<file path="config.mk">
export PLATFORM = sky130hd
export DESIGN_NAME = fixed_point_math_unit
export DESIGN_NICKNAME = d
export VERILOG_FILES = /design/src/sv/fpmu_pkg.sv /design/src/sv/fpmu_mul.sv /design/src/sv/fpmu_div.sv /design/src/sv/fixed_point_math_unit.sv
export VERILOG_INCLUDE_DIRS = /design/src /design/src/sv
export SDC_FILE = /design/constraint.sdc
export NUM_CORES = 2
export LEC_CHECK = 0
export BUFFER_PORTS_ARGS = -buffer_cell sky130_fd_sc_hd__buf_2
export CORE_MARGIN = 5
export CORE_UTILIZATION = 30
export CTS_BUF_LIST = sky130_fd_sc_hd__clkbuf_8 sky130_fd_sc_hd__clkbuf_16
export CTS_CLUSTER_DIAMETER = 100
export CTS_CLUSTER_SIZE = 25
export DETAILED_ROUTE_END_ITERATION = 8
export HOLD_SLACK_MARGIN = 0.15
export SYNTH_ARGS = -nofsm -noshare
export SYNTH_HDL_FRONTEND = slang
export SYNTH_SLANG_ARGS = --single-unit
</file>
<file path="constraint.sdc">
create_clock -name clk -period 17.4 [get_ports clk]
set_input_delay 0.87 -clock clk [delete_from_list [all_inputs] [get_ports clk]]
set_output_delay 0.87 -clock clk [all_outputs]
set_load 0.02 [all_outputs]
</file>
<file path="src/sv/fixed_point_math_unit_macros.svh">
// Assertion macros for the fixed-point math unit.
`ifndef FIXED_POINT_MATH_UNIT_MACROS_SVH
`define FIXED_POINT_MATH_UNIT_MACROS_SVH
// Implication checked on every rising clock edge outside reset.
`define FPMU_ASSERT_IMP(lbl, ante, cons, msg) \
  lbl: assert property (@(posedge clk) disable iff (!rst_n) (ante) |-> (cons)) \
    else $error(msg);
// Next-cycle implication checked outside reset.
`define FPMU_ASSERT_NXT(lbl, ante, cons, msg) \
  lbl: assert property (@(posedge clk) disable iff (!rst_n) (ante) |=> (cons)) \
    else $error(msg);
`endif

</file>
<file path="src/sv/fpmu_pkg.sv">
// Shared types, constants and opcodes for the fixed-point math unit.
package fpmu_pkg;
  localparam int FracDef     = 16;
  localparam int WordBitsDef = 64;
  localparam int RootBitsDef = 32;
  localparam int ExpLimitDef = 127;

  localparam logic [1:0] OP_MUL  = 2'd0;
  localparam logic [1:0] OP_DIV  = 2'd1;
  localparam logic [1:0] OP_POW  = 2'd2;
  localparam logic [1:0] OP_SQRT = 2'd3;

  typedef struct packed {
    logic [1:0]         req_type;
    logic signed [63:0] operand_a;
    logic signed [63:0] operand_b;
  } in_beat_t;

  typedef struct packed {
    logic signed [63:0] result_value;
    logic               error_flag;
  } out_beat_t;

  // Request to a serial arithmetic unit.
  typedef struct packed {
    logic        start;
    logic [63:0] a;
    logic [63:0] b;
  } unit_req_t;
endpackage

</file>
<file path="src/sv/fpmu_mul.sv">
// Bit-serial fixed-point multiplier: one multiplier bit per cycle.
module fpmu_mul #(
  parameter int FRAC      = fpmu_pkg::FracDef,
  parameter int WORD_BITS = fpmu_pkg::WordBitsDef
) (
  input  logic                clk,
  input  logic                rst_n,
  input  fpmu_pkg::unit_req_t req,
  output logic                done,
  output logic [63:0]         prod
);
  localparam int CntW = $clog2(2 * WORD_BITS + 1);
  localparam int PW   = 2 * WORD_BITS;

  logic [PW-1:0]   mcand_r, mcand_nxt;   // sign-extended multiplicand, shifted left
  logic [PW-1:0]   mplier_r, mplier_nxt; // sign-extended multiplier, shifted right
  logic [PW-1:0]   acc_r, acc_nxt;
  logic [CntW-1:0] cnt_r, cnt_nxt;
  logic            busy_r, busy_nxt;
  logic            done_r, done_nxt;
  logic [PW-1:0]   shifted;

  always_comb begin
    mcand_nxt  = mcand_r;
    mplier_nxt = mplier_r;
    acc_nxt    = acc_r;
    cnt_nxt    = cnt_r;
    busy_nxt   = busy_r;
    done_nxt   = 1'b0;
    if (req.start) begin
      mcand_nxt  = PW'($signed(req.a[WORD_BITS-1:0]));
      mplier_nxt = PW'($signed(req.b[WORD_BITS-1:0]));
      acc_nxt    = '0;
      cnt_nxt    = '0;
      busy_nxt   = 1'b1;
    end else if (busy_r) begin
      // Product mod 2^PW of sign-extended operands equals the signed product.
      if (mplier_r[0]) acc_nxt = acc_r + mcand_r;
      mcand_nxt  = mcand_r << 1;
      mplier_nxt = mplier_r >> 1;
      cnt_nxt    = cnt_r + 1'b1;
      if (cnt_r == CntW'(PW - 1)) begin
        busy_nxt = 1'b0;
        done_nxt = 1'b1;
      end
    end
  end

  always_ff @(posedge clk) begin
    if (!rst_n) begin
      busy_r <= 1'b0;
      done_r <= 1'b0;
      cnt_r  <= '0;
    end else begin
      busy_r <= busy_nxt;
      done_r <= done_nxt;
      cnt_r  <= cnt_nxt;
    end
    mcand_r  <= mcand_nxt;
    mplier_r <= mplier_nxt;
    acc_r    <= acc_nxt;
  end

  assign shifted = acc_r >> FRAC;
  assign done    = done_r;
  assign prod    = 64'($signed(shifted[WORD_BITS-1:0]));
endmodule

</file>
<file path="src/sv/fpmu_div.sv">
// Restoring divider, one quotient bit per cycle; a divided by b with FRAC shift.
module fpmu_div #(
  parameter int FRAC      = fpmu_pkg::FracDef,
  parameter int WORD_BITS = fpmu_pkg::WordBitsDef
) (
  input  logic                clk,
  input  logic                rst_n,
  input  fpmu_pkg::unit_req_t req,
  output logic                done,
  output logic [63:0]         quot
);
  localparam int NW   = 64 + FRAC;
  localparam int CntW = $clog2(NW + 1);

  logic [NW-1:0]   num_r, num_nxt;
  logic [63:0]     d_r, d_nxt;
  logic [63:0]     rem_r, rem_nxt;
  logic [63:0]     q_r, q_nxt;
  logic            neg_r, neg_nxt;
  logic [CntW-1:0] cnt_r, cnt_nxt;
  logic            busy_r, busy_nxt;
  logic            done_r, done_nxt;
  logic [64:0]     trial;
  logic [63:0]     qfix;
  logic [63:0]     ua, ub;

  always_comb begin
    ua = req.a[63] ? 64'(-req.a) : req.a;
    ub = req.b[63] ? 64'(-req.b) : req.b;
    trial = {rem_r, num_r[NW-1]};
    num_nxt  = num_r;
    d_nxt    = d_r;
    rem_nxt  = rem_r;
    q_nxt    = q_r;
    neg_nxt  = neg_r;
    cnt_nxt  = cnt_r;
    busy_nxt = busy_r;
    done_nxt = 1'b0;
    if (req.start) begin
      num_nxt  = {ua, FRAC'(0)};
      d_nxt    = ub;
      rem_nxt  = '0;
      q_nxt    = '0;
      neg_nxt  = req.a[63] ^ req.b[63];
      cnt_nxt  = '0;
      busy_nxt = 1'b1;
    end else if (busy_r) begin
      num_nxt = num_r << 1;
      if (trial >= {1'b0, d_r}) begin
        rem_nxt = 64'(trial - {1'b0, d_r});
        q_nxt   = {q_r[62:0], 1'b1};
      end else begin
        rem_nxt = trial[63:0];
        q_nxt   = {q_r[62:0], 1'b0};
      end
      cnt_nxt = cnt_r + 1'b1;
      if (cnt_r == CntW'(NW - 1)) begin
        busy_nxt = 1'b0;
        done_nxt = 1'b1;
      end
    end
  end

  always_ff @(posedge clk) begin
    if (!rst_n) begin
      busy_r <= 1'b0;
      done_r <= 1'b0;
      cnt_r  <= '0;
    end else begin
      busy_r <= busy_nxt;
      done_r <= done_nxt;
      cnt_r  <= cnt_nxt;
    end
    num_r <= num_nxt;
    d_r   <= d_nxt;
    rem_r <= rem_nxt;
    q_r   <= q_nxt;
    neg_r <= neg_nxt;
  end

  assign qfix = neg_r ? 64'(-q_r) : q_r;
  assign done = done_r;
  assign quot = 64'($signed(qfix[WORD_BITS-1:0]));
endmodule

</file>
<file path="src/sv/fixed_point_math_unit.sv">
// Top level of the fixed-point math unit: sequencer for mul, div, pow, sqrt.
// Result strobed in the done state: a multiply takes one multiplier pass, a divide one
// divider pass, a power one pass per unit of exponent magnitude n, a square root up to
// ROOT_BITS trial squares; errors and zero exponent go straight to the done state.
// One beat at a time; busy holds through the strobe, next beat in the cycle after it.
// Synchronous active-low reset idles the sequencer; results cannot be stalled.
`include "fixed_point_math_unit_macros.svh"
module fixed_point_math_unit #(
  parameter int FRAC      = fpmu_pkg::FracDef,
  parameter int WORD_BITS = fpmu_pkg::WordBitsDef,
  parameter int ROOT_BITS = fpmu_pkg::RootBitsDef,
  parameter int EXP_LIMIT = fpmu_pkg::ExpLimitDef
) (
  input  logic                clk,
  input  logic                rst_n,
  input  logic                start,
  output logic                busy,
  input  fpmu_pkg::in_beat_t  in_data,
  output logic                out_valid,
  output fpmu_pkg::out_beat_t out_data
);
  localparam logic [2:0] ST_IDLE = 3'd0;
  localparam logic [2:0] ST_MUL  = 3'd1; // waiting on multiplier (mul, pow+)
  localparam logic [2:0] ST_DIV  = 3'd2; // waiting on divider (div, pow-)
  localparam logic [2:0] ST_SQRT = 3'd3; // waiting on trial square
  localparam logic [2:0] ST_DONE = 3'd4;
  localparam int RkW = $clog2(ROOT_BITS + 1);

  logic [2:0]  st_r, st_nxt;
  logic [63:0] a_r, a_nxt;     // word-wrapped operand a
  logic [63:0] acc_r, acc_nxt; // running result / root
  logic [63:0] prev_r, prev_nxt;
  logic [9:0]  left_r, left_nxt; // power iterations left
  logic [RkW-1:0] k_r, k_nxt;    // sqrt bits left
  logic        err_r, err_nxt;
  fpmu_pkg::unit_req_t mreq, dreq;
  logic        mdone, ddone;
  logic [63:0] mprod, dquot;
  logic [63:0] a_w, b_w, one_w, emag;
  logic        sq_gt;

  function automatic logic [63:0] wrap(input logic [63:0] x);
    wrap = 64'($signed(x[WORD_BITS-1:0]));
  endfunction

  fpmu_mul #(.FRAC(FRAC), .WORD_BITS(WORD_BITS)) u_mul (
    .clk, .rst_n, .req(mreq), .done(mdone), .prod(mprod));
  fpmu_div #(.FRAC(FRAC), .WORD_BITS(WORD_BITS)) u_div (
    .clk, .rst_n, .req(dreq), .done(ddone), .quot(dquot));

  always_comb begin
    a_w   = wrap(in_data.operand_a);
    b_w   = wrap(in_data.operand_b);
    one_w = wrap(64'd1 << FRAC);
    emag  = in_data.operand_b[63] ? 64'(-in_data.operand_b) : in_data.operand_b;
    sq_gt = $signed(mprod) > $signed(a_r);
    st_nxt = st_r; a_nxt = a_r; acc_nxt = acc_r;
    prev_nxt = prev_r; left_nxt = left_r; k_nxt = k_r; err_nxt = err_r;
    mreq = '0;
    dreq = '0;
    case (st_r)
      ST_IDLE: begin
        if (start) begin
          a_nxt  = a_w;
          err_nxt = 1'b0;
          acc_nxt = '0;
          case (in_data.req_type)
            fpmu_pkg::OP_MUL: begin
              mreq = '{start: 1'b1, a: a_w, b: b_w};
              left_nxt = 10'd1;
              st_nxt = ST_MUL;
            end
            fpmu_pkg::OP_DIV: begin
              if (b_w == '0) begin
                err_nxt = 1'b1;
                st_nxt = ST_DONE;
              end else begin
                dreq = '{start: 1'b1, a: a_w, b: b_w};
                left_nxt = 10'd1;
                st_nxt = ST_DIV;
              end
            end
            fpmu_pkg::OP_POW: begin
              acc_nxt = one_w;
              if (emag > 64'(EXP_LIMIT) ||
                  (in_data.operand_b[63] && a_w == '0)) begin
                err_nxt = 1'b1;
                acc_nxt = '0;
                st_nxt = ST_DONE;
              end else if (emag == '0) begin
                st_nxt = ST_DONE;
              end else begin
                left_nxt = emag[9:0];
                if (in_data.operand_b[63]) begin
                  dreq = '{start: 1'b1, a: one_w, b: a_w};
                  st_nxt = ST_DIV;
                end else begin
                  mreq = '{start: 1'b1, a: one_w, b: a_w};
                  st_nxt = ST_MUL;
                end
              end
            end
            default: begin
              if (a_w[63]) begin
                st_nxt = ST_DONE;
              end else begin
                k_nxt = RkW'(ROOT_BITS);
                prev_nxt = '0;
                acc_nxt = wrap(64'd1 << (ROOT_BITS - 1));
                mreq = '{start: 1'b1, a: acc_nxt, b: acc_nxt};
                st_nxt = ST_SQRT;
              end
            end
          endcase
        end
      end
      ST_MUL, ST_DIV: begin
        if ((st_r == ST_MUL && mdone) || (st_r == ST_DIV && ddone)) begin
          acc_nxt  = (st_r == ST_MUL) ? mprod : dquot;
          left_nxt = left_r - 1'b1;
          if (left_r == 10'd1) begin
            st_nxt = ST_DONE;
          end else if (st_r == ST_MUL) begin
            mreq = '{start: 1'b1, a: mprod, b: a_r};
          end else begin
            dreq = '{start: 1'b1, a: dquot, b: a_r};
          end
        end
      end
      ST_SQRT: begin
        if (mdone) begin
          if (mprod == a_r) begin
            st_nxt = ST_DONE;
          end else begin
            if (sq_gt) acc_nxt = prev_r;
            k_nxt = k_r - 1'b1;
            if (k_r == RkW'(1)) begin
              st_nxt = ST_DONE;
            end else begin
              prev_nxt = acc_nxt;
              acc_nxt  = wrap(acc_nxt | (64'd1 << (k_r - 2'd2)));
              mreq = '{start: 1'b1, a: acc_nxt, b: acc_nxt};
            end
          end
        end
      end
      ST_DONE: st_nxt = ST_IDLE;
      default: st_nxt = ST_IDLE;
    endcase
  end

  always_ff @(posedge clk) begin
    if (!rst_n) begin
      st_r <= ST_IDLE;
    end else begin
      st_r <= st_nxt;
    end
    a_r <= a_nxt; acc_r <= acc_nxt; prev_r <= prev_nxt;
    left_r <= left_nxt; k_r <= k_nxt; err_r <= err_nxt;
  end

  assign busy      = (st_r != ST_IDLE);
  assign out_valid = (st_r == ST_DONE);
  assign out_data.result_value = err_r ? 64'd0 : acc_r;
  assign out_data.error_flag   = err_r;

  `FPMU_ASSERT_IMP(a_err_zero, out_valid && out_data.error_flag,
    out_data.result_value == 64'd0, "error result not zero")
  `FPMU_ASSERT_NXT(a_done_idle, out_valid, !busy, "no idle after result")
  `FPMU_ASSERT_IMP(a_one_unit, 1'b1, !(mdone && ddone), "both units finished")
endmodule

</file>
[Word level (Yosys, flattened, before mapping)]
Index checks and enable logic that the tools add are counted.
Storage, ports and cells
  logic and storage cells: 190
  bits in registers: 872
Cells by class
  add/subtract/negate cells: 11
  reduce and logical (&&, ||, !) cells: 30
  mux-type cells: 94
  equal/unequal tests: 24
  shifts and indexed selects: 1
  order comparisons: 3
  bitwise operators: 5
Operators by type and width (number)
  $mux W129: 19
  $mux W64: 21
  $pmux W129 S3: 2
  $pmux W129 S2: 2
  $mux W128: 4
  $neg A64 Y64: 4
  $logic_not A64 Y1: 3
  $pmux W64 S3: 1
  $mux W80: 2
  $add A128 B128 Y128: 1
  $pmux W64 S2: 1
  $ge A65 B64 Y1: 1
  $eq A64 B64 Y1: 1
  $gt A64 B64 Y1: 1
  $gt A64 B7 Y1 const B: 1
  $or A64 B64 Y64: 1
  $pmux W32 S2: 1
  $shl A1 B6 Y64 const A: 1
  $sub A64 B64 Y64: 1
  $mux W63: 1
  $mux W10: 5
  $mux W32: 1
  $mux W3: 10
  $mux W6: 5
  other kinds (40): 78

[Longest topological paths before layout]
  depth in word-level cells: 11
  gate-level depth with buffers: 26
  mapped depth without buffers: 21

[Hierarchy]
A second synthesis with hierarchy kept.
Second synthesis, totals
  cell total of the unflattened synthesis: 6455
  area total of the unflattened synthesis: 57273.7 um^2
Modules (own cells, without submodules)
  fixed_point_math_unit: cells an instance 2749, sequential area each 6336.1 um^2, times used 1, area each 22424.0 um^2
  fpmu_div: cells an instance 2081, sequential area each 6616.3 um^2, times used 1, area each 17991.0 um^2
  fpmu_mul: cells an instance 1625, sequential area each 8047.7 um^2, times used 1, area each 16858.7 um^2

[Least setup slack after synthesis]
Ideal clock, no wire load.
  path kind: input to register
  from: input port start
  to: register u_mul.mcand_r[0] (enable)
  setup slack: 2.741 ns
  stages: 6
  library setup time: 0.605 ns
  arrival time: 14.054 ns
  cell sequence: nor4b_1 > o311a_1 > nor3_1 > buf_2 > clkbuf_1 > nand2b_1
Between the ends
  word-level cells in the longest chain between the ends: 3
Ends and longest elaborated chain
  start, declared: RTL line fixed_point_math_unit.sv:16  | input logic start,
  $mux W129: RTL line fixed_point_math_unit.sv:63  | if (start) begin
  $pmux W129 S3: RTL line fixed_point_math_unit.sv:61  | case (st_r)
  $reduce_bool A2 Y1 (no source line)
  end signal, assigned: RTL line fpmu_mul.sv:59  | mcand_r <= mcand_nxt;
  end, declared: RTL line fpmu_mul.sv:15  | logic [PW-1:0] mcand_r, mcand_nxt;
No other way between the ends.
A chain may end at the register's enable or synchronous reset.

[Worst setup path after layout]
  from: input port in_data[11] in the netlist's numbering
  to: register u_mul.mcand_r[46] (enable)
Between the ends
  word-level cells in the longest chain between the ends: 9
Ends and longest elaborated chain
  start, declared: RTL line fixed_point_math_unit.sv:18  | input fpmu_pkg::in_beat_t in_data,
  $neg A64 Y64: RTL line fixed_point_math_unit.sv:55  | emag = in_data.operand_b[63] ? 64'(-in_data.operand_b) : in_data.operand_b;
  $mux W64 *: RTL line fixed_point_math_unit.sv:55
  $gt A64 B7 Y1 / $logic_not A64 Y1 (equally long branches): RTL line fixed_point_math_unit.sv:85, fixed_point_math_unit.sv:90
  $logic_or A1 B1 Y1 / $mux W129 (equally long branches): RTL line fixed_point_math_unit.sv:85, fixed_point_math_unit.sv:90
  $mux W129 *: RTL line fixed_point_math_unit.sv:85  | if (emag > 64'(EXP_LIMIT) ||
  $pmux W129 S3 *: RTL line fixed_point_math_unit.sv:67  | case (in_data.req_type)
  $mux W129 *: RTL line fixed_point_math_unit.sv:63
  $pmux W129 S3 *: RTL line fixed_point_math_unit.sv:61
  $reduce_bool A2 Y1 (no source line) *
Mark *: on every way between the ends. The rest lies on a longest branch, timed or not.

==> results by group <==
Logic synthesis
  • Mapped Nets: 6,671
  • Register bit count reported by yosys: 776
  • Most frequent cell after synthesis: nor2_1
  • Post-synth top area cell: edfxtp_1
  • Share of flip-flops with an asynchronous set or reset: 0
  • Post-synth top cells: nor2_1 (711), nand2_1 (557), edfxtp_1 (546)
  • Post-synth EDFFs: 546
  • Yosys top cell area share: 0.299
  • Top cells by area, synth: edfxtp_1 (30%), dfxtp_1 (8.4%), ha_1 (5.2%)
  • Seq/Total Area, Yosys: 0.383
  • Mean post-synth cell area: 8.68 um^2
  • Cell Area, Synth: 0.0548 mm^2
  • Distinct cells, synth: 96
  • Synth warnings: 0
  • Mapped Cells: 6,310
  • Top_reg_cell synth: edfxtp_1

Global route
  • Vias in the first global route: 48,952
  • Largest net degree at the start of global routing: 154
  • First-pass GRT wire length: 376,000 um
  • Gr ovfl total: 0
  • Total Routing Usage GR: 0.269
  • Antenna violations before repair: 26

Setup path
  • Crit path launch type: input pin
  • Crit path arrival time: 8.71 ns
  • CP required: 17.73 ns
  • Worst-path maximum fanout: 75
  • Crit path capture type: register
  • Crit Path Category: in -> reg

Routing
  • Routed Antenna Nets: 0
  • Total number of vias: 53,264
  • Post-DR vias/cell: 6.19
  • Pre-antenna DRT Iters: 9
  • DR WL/cell: 31.4 um
  • Remaining DRCs: 3
  • DRT iter0 DRCs: 7,760
  • Post-Route WL: 271,000 um

Final layout
  • Post-layout util: 0.328
  • Footprint of the multi-input gates: 0.0313 mm^2
  • Share of layout cells above drive strength 1: 0.0748
  • Post-Layout Cell Count: 8,609
  • Area growth, synth to finish: 8.33%
  • Final #Nets: 6,543
  • Fillers: 18,909
  • Reg area: 0.0210 mm^2

Timing
  • Fin. Hold Viols: 0
  • Slew headroom: 0.0649
  • Tcrit/Tclk final: 0.482
  • Final clock skew: 0.0986 ns
  • Worst Max-Slew Pin Slew: 1.40 ns
  • Max Clk Rate: 119 MHz
  • Setup violators final: 0
  • Setup TNS: 0 ns
  • Slew Limit Fails: 0
  • RSZ-0062 raised after global routing: no
  • Tmin final: 8.38 ns

Run
  • Maxcap violations: 0

Die
  • Die Area: 0.191 mm^2
  • # IOs: 200
  • Initial Util: 0.303
  • Die Width: 437 um
  • Cell row count: 156
  • Core area: 0.181 mm^2
  • Die Ht: 437 um

Power and ir drop
  • Power per cell area: 129 mW/mm^2
  • Power, Total: 7.66 mW
  • Worst VDD drop: 0.0000920 V
  • Leak: 22.5 nW

Clocking
  • CTS tree: built
  • CTS H-tree lvls: 2
  • Clk Latency, worst-skew pair: 0.72 ns
  • # Post-CTS Setup Buffers: 0
  • CTS Buf Count: 43
  • Post-cts resize count: 0
  • CTS max path bufs: 3
  • CTS root buf: clkbuf_16
  • Num Clock Sinks: 776
  • Worst-path clk slew: 0.10 ns
  • # hold bufs at CTS: 0

Placed design
  • Global placer's final weighted congestion: 1.05
  • Placed cell count: 8,507
  • DP HPWL: 207,000 um
  • Port buffer count: 199

Outcome
  • Outcome: complete, but fails checks
  • Failing checks: DRC

Hold path
  • Hold Path Class: reg -> reg
placed cells by master, fill, tap and decap left out, types with 98 or more instances in the layout:
| cell | n |
|---|---|
| a21o_1 | 195 |
| o21ai_0 | 400 |
| nand2_1 | 553 |
| nor3_1 | 98 |
| mux2i_1 | 181 |
| a22oi_1 | 135 |
| nand3_1 | 103 |
| a31oi_1 | 108 |
| edfxtp_1 | 546 |
| xor2_1 | 141 |
| dfxtp_1 | 229 |
| ha_1 | 225 |
| nor2_1 | 711 |
| buf_4 | 102 |
| buf_2 | 199 |
| xnor2_1 | 166 |
| a21oi_1 | 470 |
| inv_1 | 224 |
| a211oi_1 | 99 |
final timing paths:
kind	from	end	slack, ns	cells after the start
worst max-delay path	in_data[11]	u_mul.mcand_r[46]	9.02	15
worst min-delay path	u_mul.acc_r[9]	u_mul.acc_r[9]	0.48	2
worst max register to register	u_mul.acc_r[41]	u_mul.mcand_r[16]	10.24	16
worst min register to register	u_mul.acc_r[9]	u_mul.acc_r[9]	0.48	2
cell type report:
class                           count  area share
Timing Repair Buffer              303      0.0304
Clock inverter                     34     0.00540
Inverter                          211      0.0134
Clock buffer                       45      0.0188
Multi-Input combinational cell   4847       0.527
Antenna cell                       23    0.000970
Sequential cell                   776       0.354
Tap cell                         2370      0.0500
per-stage QoR:
stage	cell area [um^2]	worst slack (ns)	hold WS, ns
2_1_floorplan	54800	2.74	0.436
3_3_place_gp	57900	8.54	0.444
3_5_place_dp	57900	8.53	0.456
4_1_cts	59300	9.24	0.471
5_1_grt	59300	8.60	0.487
6_report	59400	9.02	0.478
flip-flops by register name (all words and copies together), names as in the netlist, 3 cells and up:
name / cells
left_r: 10
u_mul.acc_r: 80
st_r: 3
u_div.num_r: 64
u_div.q_r: 64
u_div.cnt_r: 7
u_div.d_r: 64
u_div.rem_r: 64
u_mul.mcand_r: 80
prev_r: 64
k_r: 6
acc_r: 64
u_mul.cnt_r: 8
u_mul.mplier_r: 128
a_r: 64
worst max-delay path, cell delays in order:
cell	delay [ns]
buf_2	0.21
nor4_2	0.66
and4_1	0.53
nand3_1	0.33
a2111oi_0	0.68
o221ai_1	0.28
a2111oi_1	0.47
nand4_1	0.60
nor4b_4	0.45
buf_4	0.45
o311a_1	0.33
nor3_2	0.11
nand2b_4	0.70
buf_4	0.94
buf_4	0.84
metal layers:
layer,GRT usage,part of all wire,vias up
met2,0.418,0.44,3135
met4,0.178,0.080,4
met1,0.343,0.39,26010
met3,0.0482,0.089,732
met5,0,0.000085,-
li1,-,-,23383
power by group:
group,total [mW],switching (mW),internal [mW]
Combinational,3.54,2.26,1.28
Clock,1.24,0.729,0.510
Sequential,2.88,0.507,2.37
Total,7.66,3.49,4.16
cells by family (layout without fill, tap and decap cells):
family | count (synthesis) | after routing | share of synthesized area
AND/OR/NAND/NOR | 2065 | 2065 | 0.179
AO/OA/AOI/OAI | 2064 | 2064 | 0.254
flip-flops | 776 | 776 | 0.383
buffers and inverters | 687 | 593 | 0.0490
XOR/XNOR | 307 | 307 | 0.0491
adder cells (fa/ha/maj) | 228 | 228 | 0.0523
multiplexers | 183 | 183 | 0.0335
other | 0 | 23 | 0
Note: power is estimated with default switching activity, not from simulation.
